File: config.mk
export PLATFORM = sky130hd
export DESIGN_NAME = form_urlencoded_parser
export DESIGN_NICKNAME = d
export VERILOG_FILES = /design/src/rtl/core/fup_pkg.sv /design/src/rtl/core/form_urlencoded_parser.sv /design/src/rtl/core/fup_front.sv /design/src/rtl/core/fup_fifo.sv /design/src/rtl/core/fup_back.sv
export SDC_FILE = /design/constraint.sdc
export NUM_CORES = 1
export LEC_CHECK = 0
export ABC_AREA = 1
export BUFFER_PORTS_ARGS = -buffer_cell sky130_fd_sc_hd__buf_2
export CORE_MARGIN = 8
export CORE_UTILIZATION = 55
export CTS_CLUSTER_SIZE = 14
export DETAILED_ROUTE_END_ITERATION = 10
export PLACE_DENSITY = 0.73
export RECOVER_POWER = 100
export SLEW_MARGIN = 20
export SYNTH_ARGS = -nofsm -noshare
export SYNTH_HDL_FRONTEND = slang
export SYNTH_SLANG_ARGS = --single-unit
File: constraint.sdc
create_clock -name clk -period 7.2 [get_ports clk]
set_input_delay 0.36 -clock clk [delete_from_list [all_inputs] [get_ports clk]]
set_output_delay 0.36 -clock clk [all_outputs]
set_load 0.03 [all_outputs]
File: src/rtl/core/fup_pkg.sv
// ----------------------------------------------------------------------------
// fup_pkg
// Types, character codes and the hex digit decoder for the form-urlencoded
// parser.
// ----------------------------------------------------------------------------
package fup_pkg;

  localparam logic [7:0] CH_PCT   = 8'h25;
  localparam logic [7:0] CH_PLUS  = 8'h2B;
  localparam logic [7:0] CH_AMP   = 8'h26;
  localparam logic [7:0] CH_EQ    = 8'h3D;
  localparam logic [7:0] CH_SPACE = 8'h20;

  localparam logic [1:0] ESC_NONE  = 2'd0;
  localparam logic [1:0] ESC_FIRST = 2'd1;
  localparam logic [1:0] ESC_SECOND = 2'd2;

  typedef struct packed {
    logic [7:0] in_byte;
    logic       last;
  } fup_in_t;

  typedef struct packed {
    logic       has_byte;
    logic [7:0] out_byte;
    logic       in_value;
    logic       key_end;
    logic       pair_end;
    logic       pair_has_value;
    logic       pair_error;
    logic       last_out;
  } fup_out_t;

  // One queue entry: the results caused by one input byte (one or two).
  typedef struct packed {
    logic     two;
    fup_out_t res0;
    fup_out_t res1;
  } fup_entry_t;

  typedef struct packed {
    logic       ok;
    logic [3:0] nib;
  } fup_hex_t;

  function automatic fup_hex_t hex_decode(input logic [7:0] c);
    fup_hex_t h;
    h.ok  = 1'b1;
    h.nib = 4'd0;
    if (c >= 8'h30 && c <= 8'h39) begin
      h.nib = 4'(c - 8'h30);
    end else if (c >= 8'h61 && c <= 8'h66) begin
      h.nib = 4'(c - 8'h57);
    end else if (c >= 8'h41 && c <= 8'h46) begin
      h.nib = 4'(c - 8'h37);
    end else begin
      h.ok = 1'b0;
    end
    return h;
  endfunction

endpackage

File: src/rtl/core/form_urlencoded_parser.sv
// ----------------------------------------------------------------------------
// form_urlencoded_parser
// Streaming decoder for form-urlencoded strings, one raw byte per transfer.
// ----------------------------------------------------------------------------
// Input channel (in_valid/in_ready/in_data): one raw byte with a flag on the
// final byte of the string. Output channel (out_valid/out_ready/out_data):
// decoded key and value bytes, key-end marks and pair-end marks, in order.
// A byte causes zero, one or two results.
// Throughput: one byte per cycle while each byte causes at most one result
// and the receiver does not stall; a byte causing two results (a final byte
// that also yields a byte or key end, or '&' on the final byte) takes the
// output register for both results, since it moves one result per cycle.
// The queue entry is written at the edge that accepts the byte, and the
// output register loads it from the queue head when it is empty or drained;
// a result is offered from the output register, not straight from the queue.
// The front updates its pair state as each byte is accepted; a queue of
// QUEUE_DEPTH entries parts it from the output sequencer, so in_ready drops
// only when the queue is full. When the receiver stalls, results hold in the
// output register and queue, and input keeps flowing until the queue fills.
// Reset clears the pair state, empties the queue and drops out_valid.
// ----------------------------------------------------------------------------
module form_urlencoded_parser #(
  parameter int QUEUE_DEPTH = 4
) (
  input  logic              clk,
  input  logic              rst_n,
  input  logic              in_valid,
  output logic              in_ready,
  input  fup_pkg::fup_in_t  in_data,
  output logic              out_valid,
  input  logic              out_ready,
  output fup_pkg::fup_out_t out_data
);
  import fup_pkg::*;

  logic       q_ready, q_push, q_pop, q_head_valid;
  fup_entry_t q_data, q_head;

  fup_front u_front (
    .clk      (clk),
    .rst_n    (rst_n),
    .in_valid (in_valid),
    .in_ready (in_ready),
    .in_data  (in_data),
    .q_ready  (q_ready),
    .q_push   (q_push),
    .q_data   (q_data)
  );

  fup_fifo #(
    .DEPTH (QUEUE_DEPTH)
  ) u_fifo (
    .clk        (clk),
    .rst_n      (rst_n),
    .push       (q_push),
    .push_ready (q_ready),
    .push_data  (q_data),
    .pop        (q_pop),
    .head_valid (q_head_valid),
    .head_data  (q_head)
  );

  fup_back u_back (
    .clk        (clk),
    .rst_n      (rst_n),
    .head_valid (q_head_valid),
    .head_data  (q_head),
    .pop        (q_pop),
    .out_valid  (out_valid),
    .out_ready  (out_ready),
    .out_data   (out_data)
  );

  // A final byte always ends a pair, so it must leave an entry behind.
  a_last_pushes: assert property (@(posedge clk) disable iff (!rst_n)
    (in_valid && in_ready && in_data.last) |-> (q_push && (q_data.two ?
      q_data.res1.last_out : q_data.res0.last_out)))
    else $error("final byte produced no closing result");

  // An ampersand always reports the pair it closes first.
  a_amp_pair_end: assert property (@(posedge clk) disable iff (!rst_n)
    (in_valid && in_ready && in_data.in_byte == CH_AMP) |->
      (q_push && q_data.res0.pair_end))
    else $error("ampersand did not close the pair");

  // A waiting entry reaches an empty output register in the next cycle.
  a_drain: assert property (@(posedge clk) disable iff (!rst_n)
    (q_head_valid && !out_valid) |=> out_valid)
    else $error("queue entry not moved to output");

endmodule

File: src/rtl/core/fup_front.sv
// ----------------------------------------------------------------------------
// fup_front
// Accepts raw bytes, tracks key/value and escape state, and builds the queue
// entry holding the results that each byte causes.
// ----------------------------------------------------------------------------
module fup_front (
  input  logic                clk,
  input  logic                rst_n,
  input  logic                in_valid,
  output logic                in_ready,
  input  fup_pkg::fup_in_t    in_data,
  input  logic                q_ready,
  output logic                q_push,
  output fup_pkg::fup_entry_t q_data
);
  import fup_pkg::*;

  logic       value_mode_r, value_mode_nxt;
  logic [1:0] escape_phase_r, escape_phase_nxt;
  logic [3:0] high_nibble_r, high_nibble_nxt;
  logic       pair_failed_r, pair_failed_nxt;

  logic       accept;
  logic       has_a;
  fup_out_t   res_a;
  fup_out_t   res_fin;
  fup_hex_t   hx;
  fup_entry_t ent;
  logic       want_push;

  assign in_ready = q_ready;
  assign accept   = in_valid && in_ready;

  always_comb begin
    value_mode_nxt   = value_mode_r;
    escape_phase_nxt = (escape_phase_r > ESC_SECOND) ? ESC_NONE : escape_phase_r;
    high_nibble_nxt  = high_nibble_r;
    pair_failed_nxt  = pair_failed_r;
    hx      = hex_decode(in_data.in_byte);
    has_a   = 1'b0;
    res_a   = '0;
    res_fin = '0;
    ent     = '0;
    want_push = 1'b0;

    if (in_data.in_byte == CH_AMP) begin
      res_a.pair_end       = 1'b1;
      res_a.pair_has_value = value_mode_nxt;
      res_a.pair_error     = pair_failed_nxt || (escape_phase_nxt != ESC_NONE);
      res_fin.pair_end = 1'b1;
      res_fin.last_out = 1'b1;
      ent.res0  = res_a;
      ent.res1  = res_fin;
      ent.two   = in_data.last;
      want_push = 1'b1;
      value_mode_nxt   = 1'b0;
      escape_phase_nxt = ESC_NONE;
      high_nibble_nxt  = 4'd0;
      pair_failed_nxt  = 1'b0;
    end else begin
      if (pair_failed_nxt) begin
        // drop bytes until the pair ends
      end else if (escape_phase_nxt == ESC_FIRST) begin
        if (!hx.ok) begin
          pair_failed_nxt  = 1'b1;
          escape_phase_nxt = ESC_NONE;
        end else begin
          high_nibble_nxt  = hx.nib;
          escape_phase_nxt = ESC_SECOND;
        end
      end else if (escape_phase_nxt == ESC_SECOND) begin
        escape_phase_nxt = ESC_NONE;
        if (!hx.ok) begin
          pair_failed_nxt = 1'b1;
        end else begin
          has_a          = 1'b1;
          res_a.has_byte = 1'b1;
          res_a.out_byte = {high_nibble_r, hx.nib};
          res_a.in_value = value_mode_nxt;
        end
        high_nibble_nxt = 4'd0;
      end else if (in_data.in_byte == CH_PCT) begin
        escape_phase_nxt = ESC_FIRST;
      end else if (in_data.in_byte == CH_EQ && !value_mode_nxt) begin
        value_mode_nxt = 1'b1;
        has_a          = 1'b1;
        res_a.key_end  = 1'b1;
      end else begin
        has_a          = 1'b1;
        res_a.has_byte = 1'b1;
        res_a.out_byte = (in_data.in_byte == CH_PLUS) ? CH_SPACE : in_data.in_byte;
        res_a.in_value = value_mode_nxt;
      end

      res_fin.pair_end       = 1'b1;
      res_fin.pair_has_value = value_mode_nxt;
      res_fin.pair_error     = pair_failed_nxt || (escape_phase_nxt != ESC_NONE);
      res_fin.last_out       = 1'b1;

      if (has_a) begin
        ent.res0 = res_a;
        ent.res1 = res_fin;
        ent.two  = in_data.last;
      end else begin
        ent.res0 = res_fin;
        ent.two  = 1'b0;
      end
      want_push = has_a || in_data.last;

      if (in_data.last) begin
        value_mode_nxt   = 1'b0;
        escape_phase_nxt = ESC_NONE;
        high_nibble_nxt  = 4'd0;
        pair_failed_nxt  = 1'b0;
      end
    end
  end

  assign q_push = accept && want_push;
  assign q_data = ent;

  always_ff @(posedge clk) begin
    if (!rst_n) begin
      value_mode_r   <= 1'b0;
      escape_phase_r <= ESC_NONE;
      high_nibble_r  <= 4'd0;
      pair_failed_r  <= 1'b0;
    end else if (accept) begin
      value_mode_r   <= value_mode_nxt;
      escape_phase_r <= escape_phase_nxt;
      high_nibble_r  <= high_nibble_nxt;
      pair_failed_r  <= pair_failed_nxt;
    end
  end

endmodule

File: src/rtl/core/fup_fifo.sv
// ----------------------------------------------------------------------------
// fup_fifo
// Short queue of result entries between the front and back parts.
// ----------------------------------------------------------------------------
module fup_fifo #(
  parameter int DEPTH = 4
) (
  input  logic                clk,
  input  logic                rst_n,
  input  logic                push,
  output logic                push_ready,
  input  fup_pkg::fup_entry_t push_data,
  input  logic                pop,
  output logic                head_valid,
  output fup_pkg::fup_entry_t head_data
);
  import fup_pkg::*;

  localparam int PW = (DEPTH > 1) ? $clog2(DEPTH) : 1;
  localparam int CW = $clog2(DEPTH + 1);
  localparam logic [PW-1:0] LAST_PTR = PW'(DEPTH - 1);
  localparam logic [CW-1:0] FULL_CNT = CW'(DEPTH);

  fup_entry_t    slot_r [DEPTH];
  logic [PW-1:0] wr_ptr_r, rd_ptr_r;
  logic [CW-1:0] count_r;
  logic          do_push, do_pop;

  assign push_ready = (count_r != FULL_CNT);
  assign head_valid = (count_r != '0);
  assign head_data  = slot_r[rd_ptr_r];
  assign do_push    = push && push_ready;
  assign do_pop     = pop && head_valid;

  always_ff @(posedge clk) begin
    if (do_push) begin
      slot_r[wr_ptr_r] <= push_data;
    end
  end

  always_ff @(posedge clk) begin
    if (!rst_n) begin
      wr_ptr_r <= '0;
      rd_ptr_r <= '0;
      count_r  <= '0;
    end else begin
      if (do_push) begin
        wr_ptr_r <= (wr_ptr_r == LAST_PTR) ? '0 : wr_ptr_r + 1'b1;
      end
      if (do_pop) begin
        rd_ptr_r <= (rd_ptr_r == LAST_PTR) ? '0 : rd_ptr_r + 1'b1;
      end
      if (do_push && !do_pop) begin
        count_r <= count_r + 1'b1;
      end else if (do_pop && !do_push) begin
        count_r <= count_r - 1'b1;
      end
    end
  end

endmodule

File: src/rtl/core/fup_back.sv
// ----------------------------------------------------------------------------
// fup_back
// Takes queue entries and hands their results, one per transfer, to the
// output register.
// ----------------------------------------------------------------------------
module fup_back (
  input  logic                clk,
  input  logic                rst_n,
  input  logic                head_valid,
  input  fup_pkg::fup_entry_t head_data,
  output logic                pop,
  output logic                out_valid,
  input  logic                out_ready,
  output fup_pkg::fup_out_t   out_data
);
  import fup_pkg::*;

  typedef enum logic {PH_FIRST, PH_SECOND} phase_t;

  phase_t   phase_r, phase_nxt;
  logic     out_valid_r, out_valid_nxt;
  fup_out_t out_data_r, out_data_nxt;
  logic     load;

  // Refill the output register when it is empty or being drained.
  assign load = !out_valid_r || out_ready;

  always_comb begin
    phase_nxt     = phase_r;
    out_valid_nxt = out_valid_r;
    out_data_nxt  = out_data_r;
    pop           = 1'b0;
    if (load) begin
      out_valid_nxt = head_valid;
      if (head_valid) begin
        case (phase_r)
          PH_FIRST: begin
            out_data_nxt = head_data.res0;
            if (head_data.two) begin
              phase_nxt = PH_SECOND;
            end else begin
              pop = 1'b1;
            end
          end
          PH_SECOND: begin
            out_data_nxt = head_data.res1;
            phase_nxt    = PH_FIRST;
            pop          = 1'b1;
          end
          default: begin
            phase_nxt = PH_FIRST;
          end
        endcase
      end
    end
  end

  always_ff @(posedge clk) begin
    if (!rst_n) begin
      phase_r     <= PH_FIRST;
      out_valid_r <= 1'b0;
    end else begin
      phase_r     <= phase_nxt;
      out_valid_r <= out_valid_nxt;
    end
    out_data_r <= out_data_nxt;
  end

  assign out_valid = out_valid_r;
  assign out_data  = out_data_r;

endmodule
# Word-level counts from Yosys, hierarchy flattened

Memory sizes are Yosys's and may differ from the RTL's. A register that Yosys moved wholly into a read port is not among the register bits.
Cells that the tools add are included.
Widths: inputs -> output; s select.

Register bits: 32
Bits in writable memories: 124
Input bits: 13
Output and inout bits: 17
Word-level logic and storage cells: 138
Memories: 1

Add/subtract/negate cells: 7
Order comparisons: 7
Eq/ne operators: 11
Mux-type cells: 69
Bitwise logic cells: 1
Reductions and logical operators: 25

Memory list:

| memory        | depth | bits a word | rd ports | clocked after memory_dff | write ports | RTL line       | RTL |
|---|---|---|---|---|---|---|---|
| u_fifo.slot_r | 4     | 31          | 1        | 1                        | 1           | fup_fifo.sv:24 | `fup_entry_t slot_r [DEPTH];` |

Operators with widths:

| kind                | number |
|---|---|
| $mux 4              | 10 |
| $mux 11             | 3 |
| $eq 8x6->1 const B  | 4 |
| $mux 1              | 32 |
| $mux 31             | 1 |
| $mux 10             | 3 |
| $pmux 15 s2         | 1 |
| $mux 2              | 13 |
| $ge 8x7->1 const B  | 2 |
| $le 8x7->1 const B  | 2 |
| $mux 16             | 1 |
| $logic_and 1x1->1   | 10 |
| $ge 8x6->1 const B  | 1 |
| $le 8x6->1 const B  | 1 |
| $mux 8              | 1 |
| $sub 4x3->4 const B | 2 |
| $eq 2x2->1 const B  | 3 |
| $mux 3              | 2 |
| $ne 3x3->1 const B  | 2 |
| $reduce_bool 2->1   | 3 |
| $add 2x1->2 const B | 2 |
| $logic_not 1->1     | 4 |
| $logic_or 1x1->1    | 4 |
| $ne 4x2->1 const B  | 1 |
| 11 further kinds    | 12 |

# Longest topological paths before layout

Gate-level depths: netlist of run 1.

Depth after elaboration: 18
Gate-level depth with buffers: 19
Gate-level depth less buffers: 19

# By module

A second synthesis of run 1 with hierarchy kept.

Cells, all modules: 629
Area, all modules: 7,001.7 um2

By module, submodules not included:

| module    | times used | cells an instance | area each (um2) | sequential area each (um2) |
|---|---|---|---|---|
| fup_fifo  | 1          | 370               | 5,141.2         | 3,903.7 |
| fup_front | 1          | 182               | 1,096.1         | 160.2 |
| fup_back  | 1          | 77                | 764.5           | 490.5 |

# Worst setup path after synthesis of run 1

OpenSTA, ideal clock, no wires.

Path type: reg-to-reg
Start point: register u_back.out_valid_r (netlist: u_back.out_valid)
End point: register u_fifo.count_r[1]
Library setup time: 120 ps
Data arrival time: 2,544 ps
Required time: 7,080 ps
Slack: 4,536 ps
Stages on the path, launching flop included: 10
Path buffers: 0
Clock period less this slack: 2,664 ps
Cell sequence: dfxtp_1 inv_1 nor2_1 a31oi_1 nand2_1 ha_1 inv_1 fa_1 o21ai_0 a21oi_1

Cells in the longest elaborated chain, start to end: 7
Elaborated cells on any way between the ends: 9
Classes of those cells: 2 x mux; 7 x reduce/logical

Ends and longest elaborated chain:

| item                                        | RTL line       | RTL |
|---|---|---|
| start, declared                             | fup_back.sv:21 | `logic out_valid_r, out_valid_nxt;` |
| start signal, assigned                      | fup_back.sv:64 | `out_valid_r <= out_valid_nxt;` |
| $logic_not 1->1 (*)                         | fup_back.sv:26 | `assign load = !out_valid_r \|\| out_ready;` |
| $logic_or 1x1->1 (*)                        | fup_back.sv:26 |  |
| $mux 1 (*)                                  | fup_back.sv:33 | `if (load) begin` |
| $logic_and 1x1->1 (*)                       | fup_fifo.sv:33 | `assign do_pop = pop && head_valid;` |
| $logic_not 1->1                             | fup_fifo.sv:53 | `if (do_push && !do_pop) begin` |
| $logic_and 1x1->1                           | fup_fifo.sv:53 |  |
| $mux 3 or $reduce_bool 2->1 (tied branches) | --             |  |
| end signal, assigned                        | fup_fifo.sv:54 | `count_r <= count_r + 1'b1;` |
| end signal, assigned                        | fup_fifo.sv:56 | `count_r <= count_r - 1'b1;` |
| end, declared                               | fup_fifo.sv:26 | `logic [CW-1:0] count_r;` |

Every way passes the cells marked *; elsewhere a longest branch is shown, timed or not.
A chain may end at the register's enable or synchronous reset.

# Final worst setup path of run 1

Start point: register u_fifo.count_r[0]
End point: register u_fifo.count_r[1]

Cells in the longest elaborated chain, start to end: 7
Elaborated cells on any way between the ends: 17
Classes of those cells: 2 x add/sub; 1 x eq/ne; 4 x mux; 10 x reduce/logical

Ends and longest elaborated chain:

| item                                            | RTL line |
|---|---|
| $reduce_bool 3->1 or $ne 3x3->1 (tied branches) | fup_fifo.sv:30, fup_fifo.sv:29 |
| $mux 1 or $logic_and 1x1->1 (tied branches)     | fup_back.sv:35, fup_front.sv:32 |
| $mux 1 or $logic_and 1x1->1 (tied branches)     | fup_back.sv:33, fup_front.sv:119 |
| $logic_and 1x1->1, on equally long branches     | fup_fifo.sv:33, fup_fifo.sv:32 |
| $logic_not 1->1, on equally long branches       | fup_fifo.sv:53, fup_fifo.sv:55 |
| $logic_and 1x1->1, on equally long branches     | fup_fifo.sv:53, fup_fifo.sv:55 |
| $mux 3 or $reduce_bool 2->1 (tied branches)     | -- |

Parallel ways exist; a longest one is shown, timed or not. The select of a mux whose other input is x is not followed.

==> results of run 1 <==
-- metal layers --
metal | global-route usage (%) | routed length, um | part of all wire, % | up-vias
met3 | 3.03 | 443 | 4.8 | 12
li1 | - | - | - | 1668
met1 | 18.8 | 4070 | 44 | 1555
met4 | 5.68 | 130 | 1.4 | 0
met2 | 26.0 | 4590 | 50 | 77
met5 | 0 | 0 | 0 | -
-- final cells by class --
class,instances,area share (%)
Clock buffer,11,2.48
Tap cell,108,2.55
Multi-Input combinational cell,307,28.9
Timing Repair Buffer,34,2.74
Clock inverter,5,1.09
Sequential cell,110,58.7
Inverter,49,3.49
-- layout by cell type (no fill, tap or decap), types with 9 or more instances in the layout --
cell type / netlist / layout
a21oi_1: 30 / 30
buf_2: 8 / 11
clkbuf_1: 7 / 24
clkbuf_8: 0 / 9
dfxtp_1: 19 / 19
edfxtp_1: 91 / 91
ha_1: 12 / 12
inv_1: 42 / 42
nand2_1: 53 / 56
nand3_1: 14 / 15
nor2_1: 101 / 103
o21ai_0: 51 / 51
-- worst max-delay path: cells and delay by family (launching register included) --
| family | cells | cell delay, ps |
|---|---|---|
| buffers and inverters | 2 | 200 |
| AO/OA/AOI/OAI | 3 | 1810 |
| flip-flops | 1 | 360 |
| AND/OR/NAND/NOR | 1 | 310 |
| adder cells (fa/ha/maj) | 2 | 710 |
-- state kept, by name, indices dropped and copies added, names as in the netlist, 2 cells and up, named ones only --
signal	count
u_fifo.slot_r	76
u_back.out_data	15
u_front.high_nibble_r	4
u_fifo.count_r	3
u_fifo.rd_ptr_r	2
u_fifo.wr_ptr_r	2
u_front.escape_phase_r	2
-- path summary, 6_finish.rpt --
kind / from / end / slack [ps]
worst min-delay path: rst_n / u_front.pair_failed_r$_SDFFE_PN0P_ / 340
worst max register to register: u_fifo.count_r[0]$_SDFFE_PN0P_ / u_fifo.count_r[1]$_SDFFE_PN0P_ / 3690
worst max-delay path: u_fifo.count_r[0]$_SDFFE_PN0P_ / u_fifo.count_r[1]$_SDFFE_PN0P_ / 3690
worst min register to register: u_front.high_nibble_r[3]$_SDFFE_PN0P_ / u_front.high_nibble_r[3]$_SDFFE_PN0P_ / 470
-- cells in the mapped netlist (all sizes together) --
library cell  count
fa                1
nor3              3
o211ai            2
a221o             2
o21ai            51
o22ai             4
nand2            63
nor2            109
a31oi             4
clkinv            2
o21bai            1
dfxtp            19
o211a             1
clkbuf            7
a21oi            30
edfxtp           91
inv              47
ha               12
conb              1
buf               9
nand4             1
nand3            18
nand3b            1
-- cells by family after synthesis --
family                     count (synthesis)  share of synthesized area [%]
DFF                                      110                           63.0
and+or+nand+nor                          195                           17.8
other                                      1                         0.0759
buffers and inverters                     65                           5.32
AOI/OAI and AO/OA                         95                           10.4
adders and majority gates                 13                           3.44
-- report_power, final --
| group | total, mW | switching (mW) | internal (mW) |
|---|---|---|---|
| Clock | 0.360 | 0.197 | 0.163 |
| Sequential | 0.897 | 0.0606 | 0.837 |
| Combinational | 0.567 | 0.414 | 0.153 |
==> impl_metrics.csv, run 1 <==
group,metric,value,unit
timing,worst_clock_skew,11.6,ps
timing,tightestPinTransition,2110,ps
floorplan,coreArea,8720,sq um
hold_path,hold_path_depth,3,
timing,rsz0062_at_grt,"no",
finish,area_delta_synth_final,7.29,%
hold_path,hp-class,"in -> reg",
critical_path,endpoint_kind,"flip-flop",
routing,vias,3312,
clocking,insertion_delay,360,ps
placed_design,postPlaceCellArea,5200,sq um
routing,antenna_left,0,
clocking,path_clk_slew,90,ps
clocking,cts_resized,0,
floorplan,row_count,34,
critical_path,arrival,3760,ps
critical_path,ff2ff_path_depth,8,
timing,post-route-period-util,48.8,%
clocking,clkSinkCount,110,
finish,fin_util,60.8,%
critical_path,cpMaxStageDelayCell,"a31oi_1",
routing,vias_per_cell,5.31,
global_route,grt_usage,15.3,%
status,status,"complete, but fails checks",
clocking,cts_made_buffers,9,
finish,nFillCells,709,
timing,min_period,3510,ps
critical_path,cp_common_cell,"inv_1",
synth,synth_top_cell_area_share,55.3,%
clocking,clockBufferDepth,2,
finish,drive_above_1_share,9.30,%
timing,hold_viol,0,
synth,syn-cell-area,4940,sq um
status,violations,"max-capacitance violations, max-slew violations",
timing,holdWs,338,ps
timing,clock.fmax,285,MHz
clocking,cts_tree,"done",
finish,fin_nets,537,
global_route,grt_pass1_wl,15400,um
global_route,antenna_found_initial,0,
pwr,finalPower,1.82,mW
timing,setup_tns,0,ps
synth,syn_inst,479,
timing,final-setup-viol-count,0,
critical_path,cpPeakStageDelay,1610,ps
finish,final_area,5300,sq um
placed_design,dp.cells,608,
global_route,grt_pass1_vias,3284,
critical_path,startpoint_type,"flip-flop",
pwr,p_per_area,344,nW/um^2
timing,relSlewSlack,-41.4,%
floorplan,die_h,111,um
finish,area.sequential,3110,sq um
floorplan,die_w,111,um
timing,layout_setup_ws,3690,ps
synth,yosys-top-cells-area,"edfxtp_1 55%, dfxtp_1 7.7%, nor2_1 7.7%, o21ai_0 5.2%, nand2_1 4.0%",
synth,yosysUniqueCellTypes,34,
clocking,cts_max_level,3,
critical_path,worstPathCellList,"inv_1, a31oi_1, nand2_1, ha_1, inv_1, fa_1, o21ai_0, a21oi_1",
critical_path,worstPathRequired,7450,ps
routing,drtPass1Iterations,4,
routing,drc,0,
finish,multi_input_area,1530,sq um
global_route,grt_overflow,0,
synth,ys_warn_count,0,
pwr,p_leak,2.02,nW
floorplan,dieArea,12300,sq um
routing,first_iter_violations,185,
synth,synth-seq-area-share,63.0,%
synth,synth.avg_cell_area,10.3,sq um
synth,ys_ff_latch,110,
clocking,hold_buffers,0,
clocking,post_cts_buffers,0,
routing,drt_wl_total,9230,um
placed_design,port_buffers,29,
floorplan,start_util,56.6,%
timing,drv_slew,19,
placed_design,place_congestion,0.874,
placed_design,hpwlAfterDp,6170,um
flow_run,drv_cap,1,
synth,yosysTopAreaCell,"edfxtp_1",
critical_path,path_class,"reg -> reg",
routing,routedWlPerCell,14.8,um
finish,layoutNonFillerInstCount,624,
finish,insertedDiodeCount,0,
global_route,grt_max_degree,40,
critical_path,cp_max_fo,18,
pwr,ir_worst_vdd,0.142,mV
clocking,root_buffer,"clkbuf_8",
floorplan,ioPinCount,30,
placed_design,dp_slack,3890,ps
(Power assumes the default switching activity.)
==> run 2: changes to the inputs <==
--- a/config.mk
+++ b/config.mk
@@ -5,7 +5,7 @@
 export SDC_FILE = /design/constraint.sdc
 export NUM_CORES = 1
 export LEC_CHECK = 0
-export ABC_AREA = 1
+export ABC_AREA = 0
 export BUFFER_PORTS_ARGS = -buffer_cell sky130_fd_sc_hd__buf_2
 export CORE_MARGIN = 8
 export CORE_UTILIZATION = 55
==> constraint.sdc (replaced) <==
create_clock -name clk -period 3.34 [get_ports clk]
set_input_delay 0.167 -clock clk [delete_from_list [all_inputs] [get_ports clk]]
set_output_delay 0.167 -clock clk [all_outputs]
set_load 0.03 [all_outputs]
==> impl_metrics.csv, run 2 <==
group,metric,value,unit
finish,insertedDiodeCount,0,
clocking,post_cts_buffers,0,
synth,yosys-top-cells-area,"edfxtp_1 57%, mux4_2 8.9%, dfxtp_1 7.9%, ha_1 3.1%, and2_1 2.5%",
critical_path,cp_max_fo,9,
synth,syn_inst,323,
floorplan,die_h,110,um
finish,final_common_cell,"edfxtp_1",
synth,synth_top_cell_area_share,56.6,%
critical_path,reg2reg_to,"u_fifo.count_r[2]$_SDFFE_PN0P_",
synth,synth_xor_area_share,0.544,%
critical_path,worstSetupStartpoint,"in_data[1]",
synth,synth_commonest_cells,"91 x edfxtp_1, 27 x nand2_1, 19 x and2_1, 19 x dfxtp_1, 19 x mux4_2",
global_route,grt_pass1_wl,14400,um
timing,clock.fmax,332,MHz
critical_path,r2r_start,"u_front.escape_phase_r[0]$_SDFFE_PN0P_",
timing,drv_slew,19,
pwr,p_leak,1.75,nW
synth,synthArstFlopShare,0,%
finish,drive_above_1_share,15.2,%
timing,hold_viol,0,
routing,routedWlPerCell,18.8,um
pwr,p_per_area,736,nW/um^2
critical_path,critPathBufInv,3,
synth,synth-edff-count,91,
critical_path,endpoint_kind,"flip-flop",
critical_path,ff2ff_path_depth,12,
finish,area_delta_synth_final,8.65,%
routing,drt_wl_total,8970,um
floorplan,row_count,34,
timing,final-setup-viol-count,0,
clocking,hold_buffers,0,
pwr,ir_worst_vdd,0.371,mV
routing,vias,2725,
synth,yosysTopAreaCell,"edfxtp_1",
global_route,grt_overflow,0,
timing,min_period,3010,ps
synth,ys_warn_count,0,
finish,fin_nets,389,
routing,vias_per_cell,5.72,
finish,area.sequential,3110,sq um
finish,largest-register,"u_fifo.slot_r",
routing,drtPass1Iterations,4,
finish,mostFrequentLayoutCells,"91 x edfxtp_1, 27 x nand2_1, 22 x clkbuf_1",
floorplan,die_w,110,um
clocking,clockBufferDepth,2,
placed_design,port_buffers,29,
global_route,grt_pass1_vias,2761,
critical_path,r2r_setup_slack,450,ps
synth,synthFlopType,"edfxtp_1",
critical_path,cpPeakStageDelay,600,ps
synth,synthAdderAreaFrac,3.52,%
clocking,clkSinkCount,110,
clocking,cts_tree,"done",
synth,synth_most_common_cell,"edfxtp_1",
clocking,cts_resized,0,
critical_path,critPathCapture,"u_fifo.slot_r[2][23]$_DFFE_PP_",
clocking,insertion_delay,380,ps
global_route,grt_usage,16.0,%
flow_run,drv_cap,1,
placed_design,dp_slack,208,ps
critical_path,startpoint_type,"input port",
timing,worst_clock_skew,15.0,ps
floorplan,start_util,55.9,%
timing,relSlewSlack,-7.26,%
global_route,antenna_found_initial,0,
global_route,grt_max_degree,21,
critical_path,crit_cells,9,
critical_path,arrival,3120,ps
synth,synth_mux_area_share,10.7,%
routing,antenna_left,0,
critical_path,path_class,"in -> reg",
synth,synth.avg_cell_area,15.0,sq um
finish,nFillCells,693,
critical_path,worstPathRequired,3450,ps
floorplan,coreArea,8640,sq um
routing,drc,0,
synth,ys_ff_latch,110,
timing,rsz0062_at_grt,"no",
floorplan,ioPinCount,30,
hold_path,hp-class,"in -> reg",
finish,multi_input_area,1580,sq um
synth,synth_top_family_by_area,"simple AND/OR/NAND/NOR gates",
timing,setup_tns,0,ps
clocking,cts_made_buffers,9,
floorplan,dieArea,12000,sq um
timing,tightestPinTransition,1610,ps
clocking,cts_max_level,3,
synth,synth-seq-area-share,64.5,%
critical_path,cp_top_family,"simple AND/OR/NAND/NOR gates",
finish,largest_reg_flops,76,
routing,first_iter_violations,110,
critical_path,cp_common_cell,"clkbuf_1",
placed_design,place_congestion,0.870,
critical_path,worstPathCellList,"clkbuf_1, inv_1, ha_1, nor3b_1, or4b_1, clkbuf_1, o211ai_1, nand4_1, a211oi_1",
clocking,path_clk_slew,100,ps
timing,post-route-period-util,90.3,%
synth,synth_compound_area_share,6.84,%
synth,syn-cell-area,4830,sq um
synth,synthSimpleGateAreaFrac,11.4,%
clocking,root_buffer,"clkbuf_8",
synth,yosysUniqueCellTypes,55,
status,status,"complete, but fails checks",
status,violations,"max-capacitance violations, max-slew violations",
critical_path,cpMaxStageDelayCell,"a211oi_1",
placed_design,hpwlAfterDp,6040,um
timing,layout_setup_ws,325,ps
-- run 2: power breakdown --
group / switching (mW) / leakage, nW / internal (mW)
clock: 0.456 / 0.0841 / 0.300
combinational: 0.737 / 0.689 / 0.444
sequential: 0.0938 / 0.979 / 1.83
total: 1.29 / 1.75 / 2.58
-- run 2: how the worst min path moves through the flow --
stage / start / endpoint / slack [ps] / depth (start not counted)
6_report: out_ready / u_back.out_valid$_SDFFE_PN0N_ / 100 / 4
3_5_place_dp: u_front.high_nibble_r[3]$_SDFFE_PN0P_ / u_front.high_nibble_r[3]$_SDFFE_PN0P_ / 450 / 1
5_1_grt: out_ready / u_back.out_valid$_SDFFE_PN0N_ / 110 / 4
2_1_floorplan: in_data[1] / u_front.high_nibble_r[0]$_SDFFE_PN0P_ / 340 / 2
3_3_place_gp: u_front.high_nibble_r[0]$_SDFFE_PN0P_ / u_front.high_nibble_r[0]$_SDFFE_PN0P_ / 450 / 1
4_1_cts: out_ready / u_back.out_valid$_SDFFE_PN0N_ / 70 / 4
-- run 2: cell families after synthesis --
logic type,Yosys count
xor+xnor,3
other cells,1
buf+inv,27
flops,110
mux,28
compound gates,42
simple gates,99
fa+ha+maj,13
-- run 2: per-stage QoR --
stage / util, % / instances / hold WS, ps / power (mW) / instance area, sq um
detailed placement: 59.4 / 460 / 452 / 3.19 / 5130
CTS: 61.6 / 476 / 68.5 / 3.93 / 5320
global route: 60.8 / 476 / 111 / 4.08 / 5250
finish: 60.8 / 476 / 99.4 / 3.86 / 5250
floorplan: - / 326 / 339 / 2.85 / 4840
global placement: 59.4 / 460 / 449 / 3.15 / 5130
-- run 2: cell type report --
type / instances / area share [%]
clock inverters: 5 / 0.811
clock buffers: 11 / 2.69
inverters: 15 / 1.07
flip-flops and latches: 110 / 59.3
multi-input cells: 189 / 30.1
well taps: 108 / 2.58
repair buffers: 38 / 3.41
-- run 2: worst min-delay path: cells and delay by family --
kind	cells	cell delay (ps)
AOI/OAI and AO/OA	1	70
buffers and inverters	2	130
and+or+nand+nor	1	60
-- run 2: per-layer routing --
metal	global-route usage (%)	vias to the layer above	part of all wire (%)
met4	6.85	0	1.7
met2	25.6	76	48
met3	2.93	11	5.3
met1	21.1	1338	45
li1	-	1300	-
met5	0	-	0
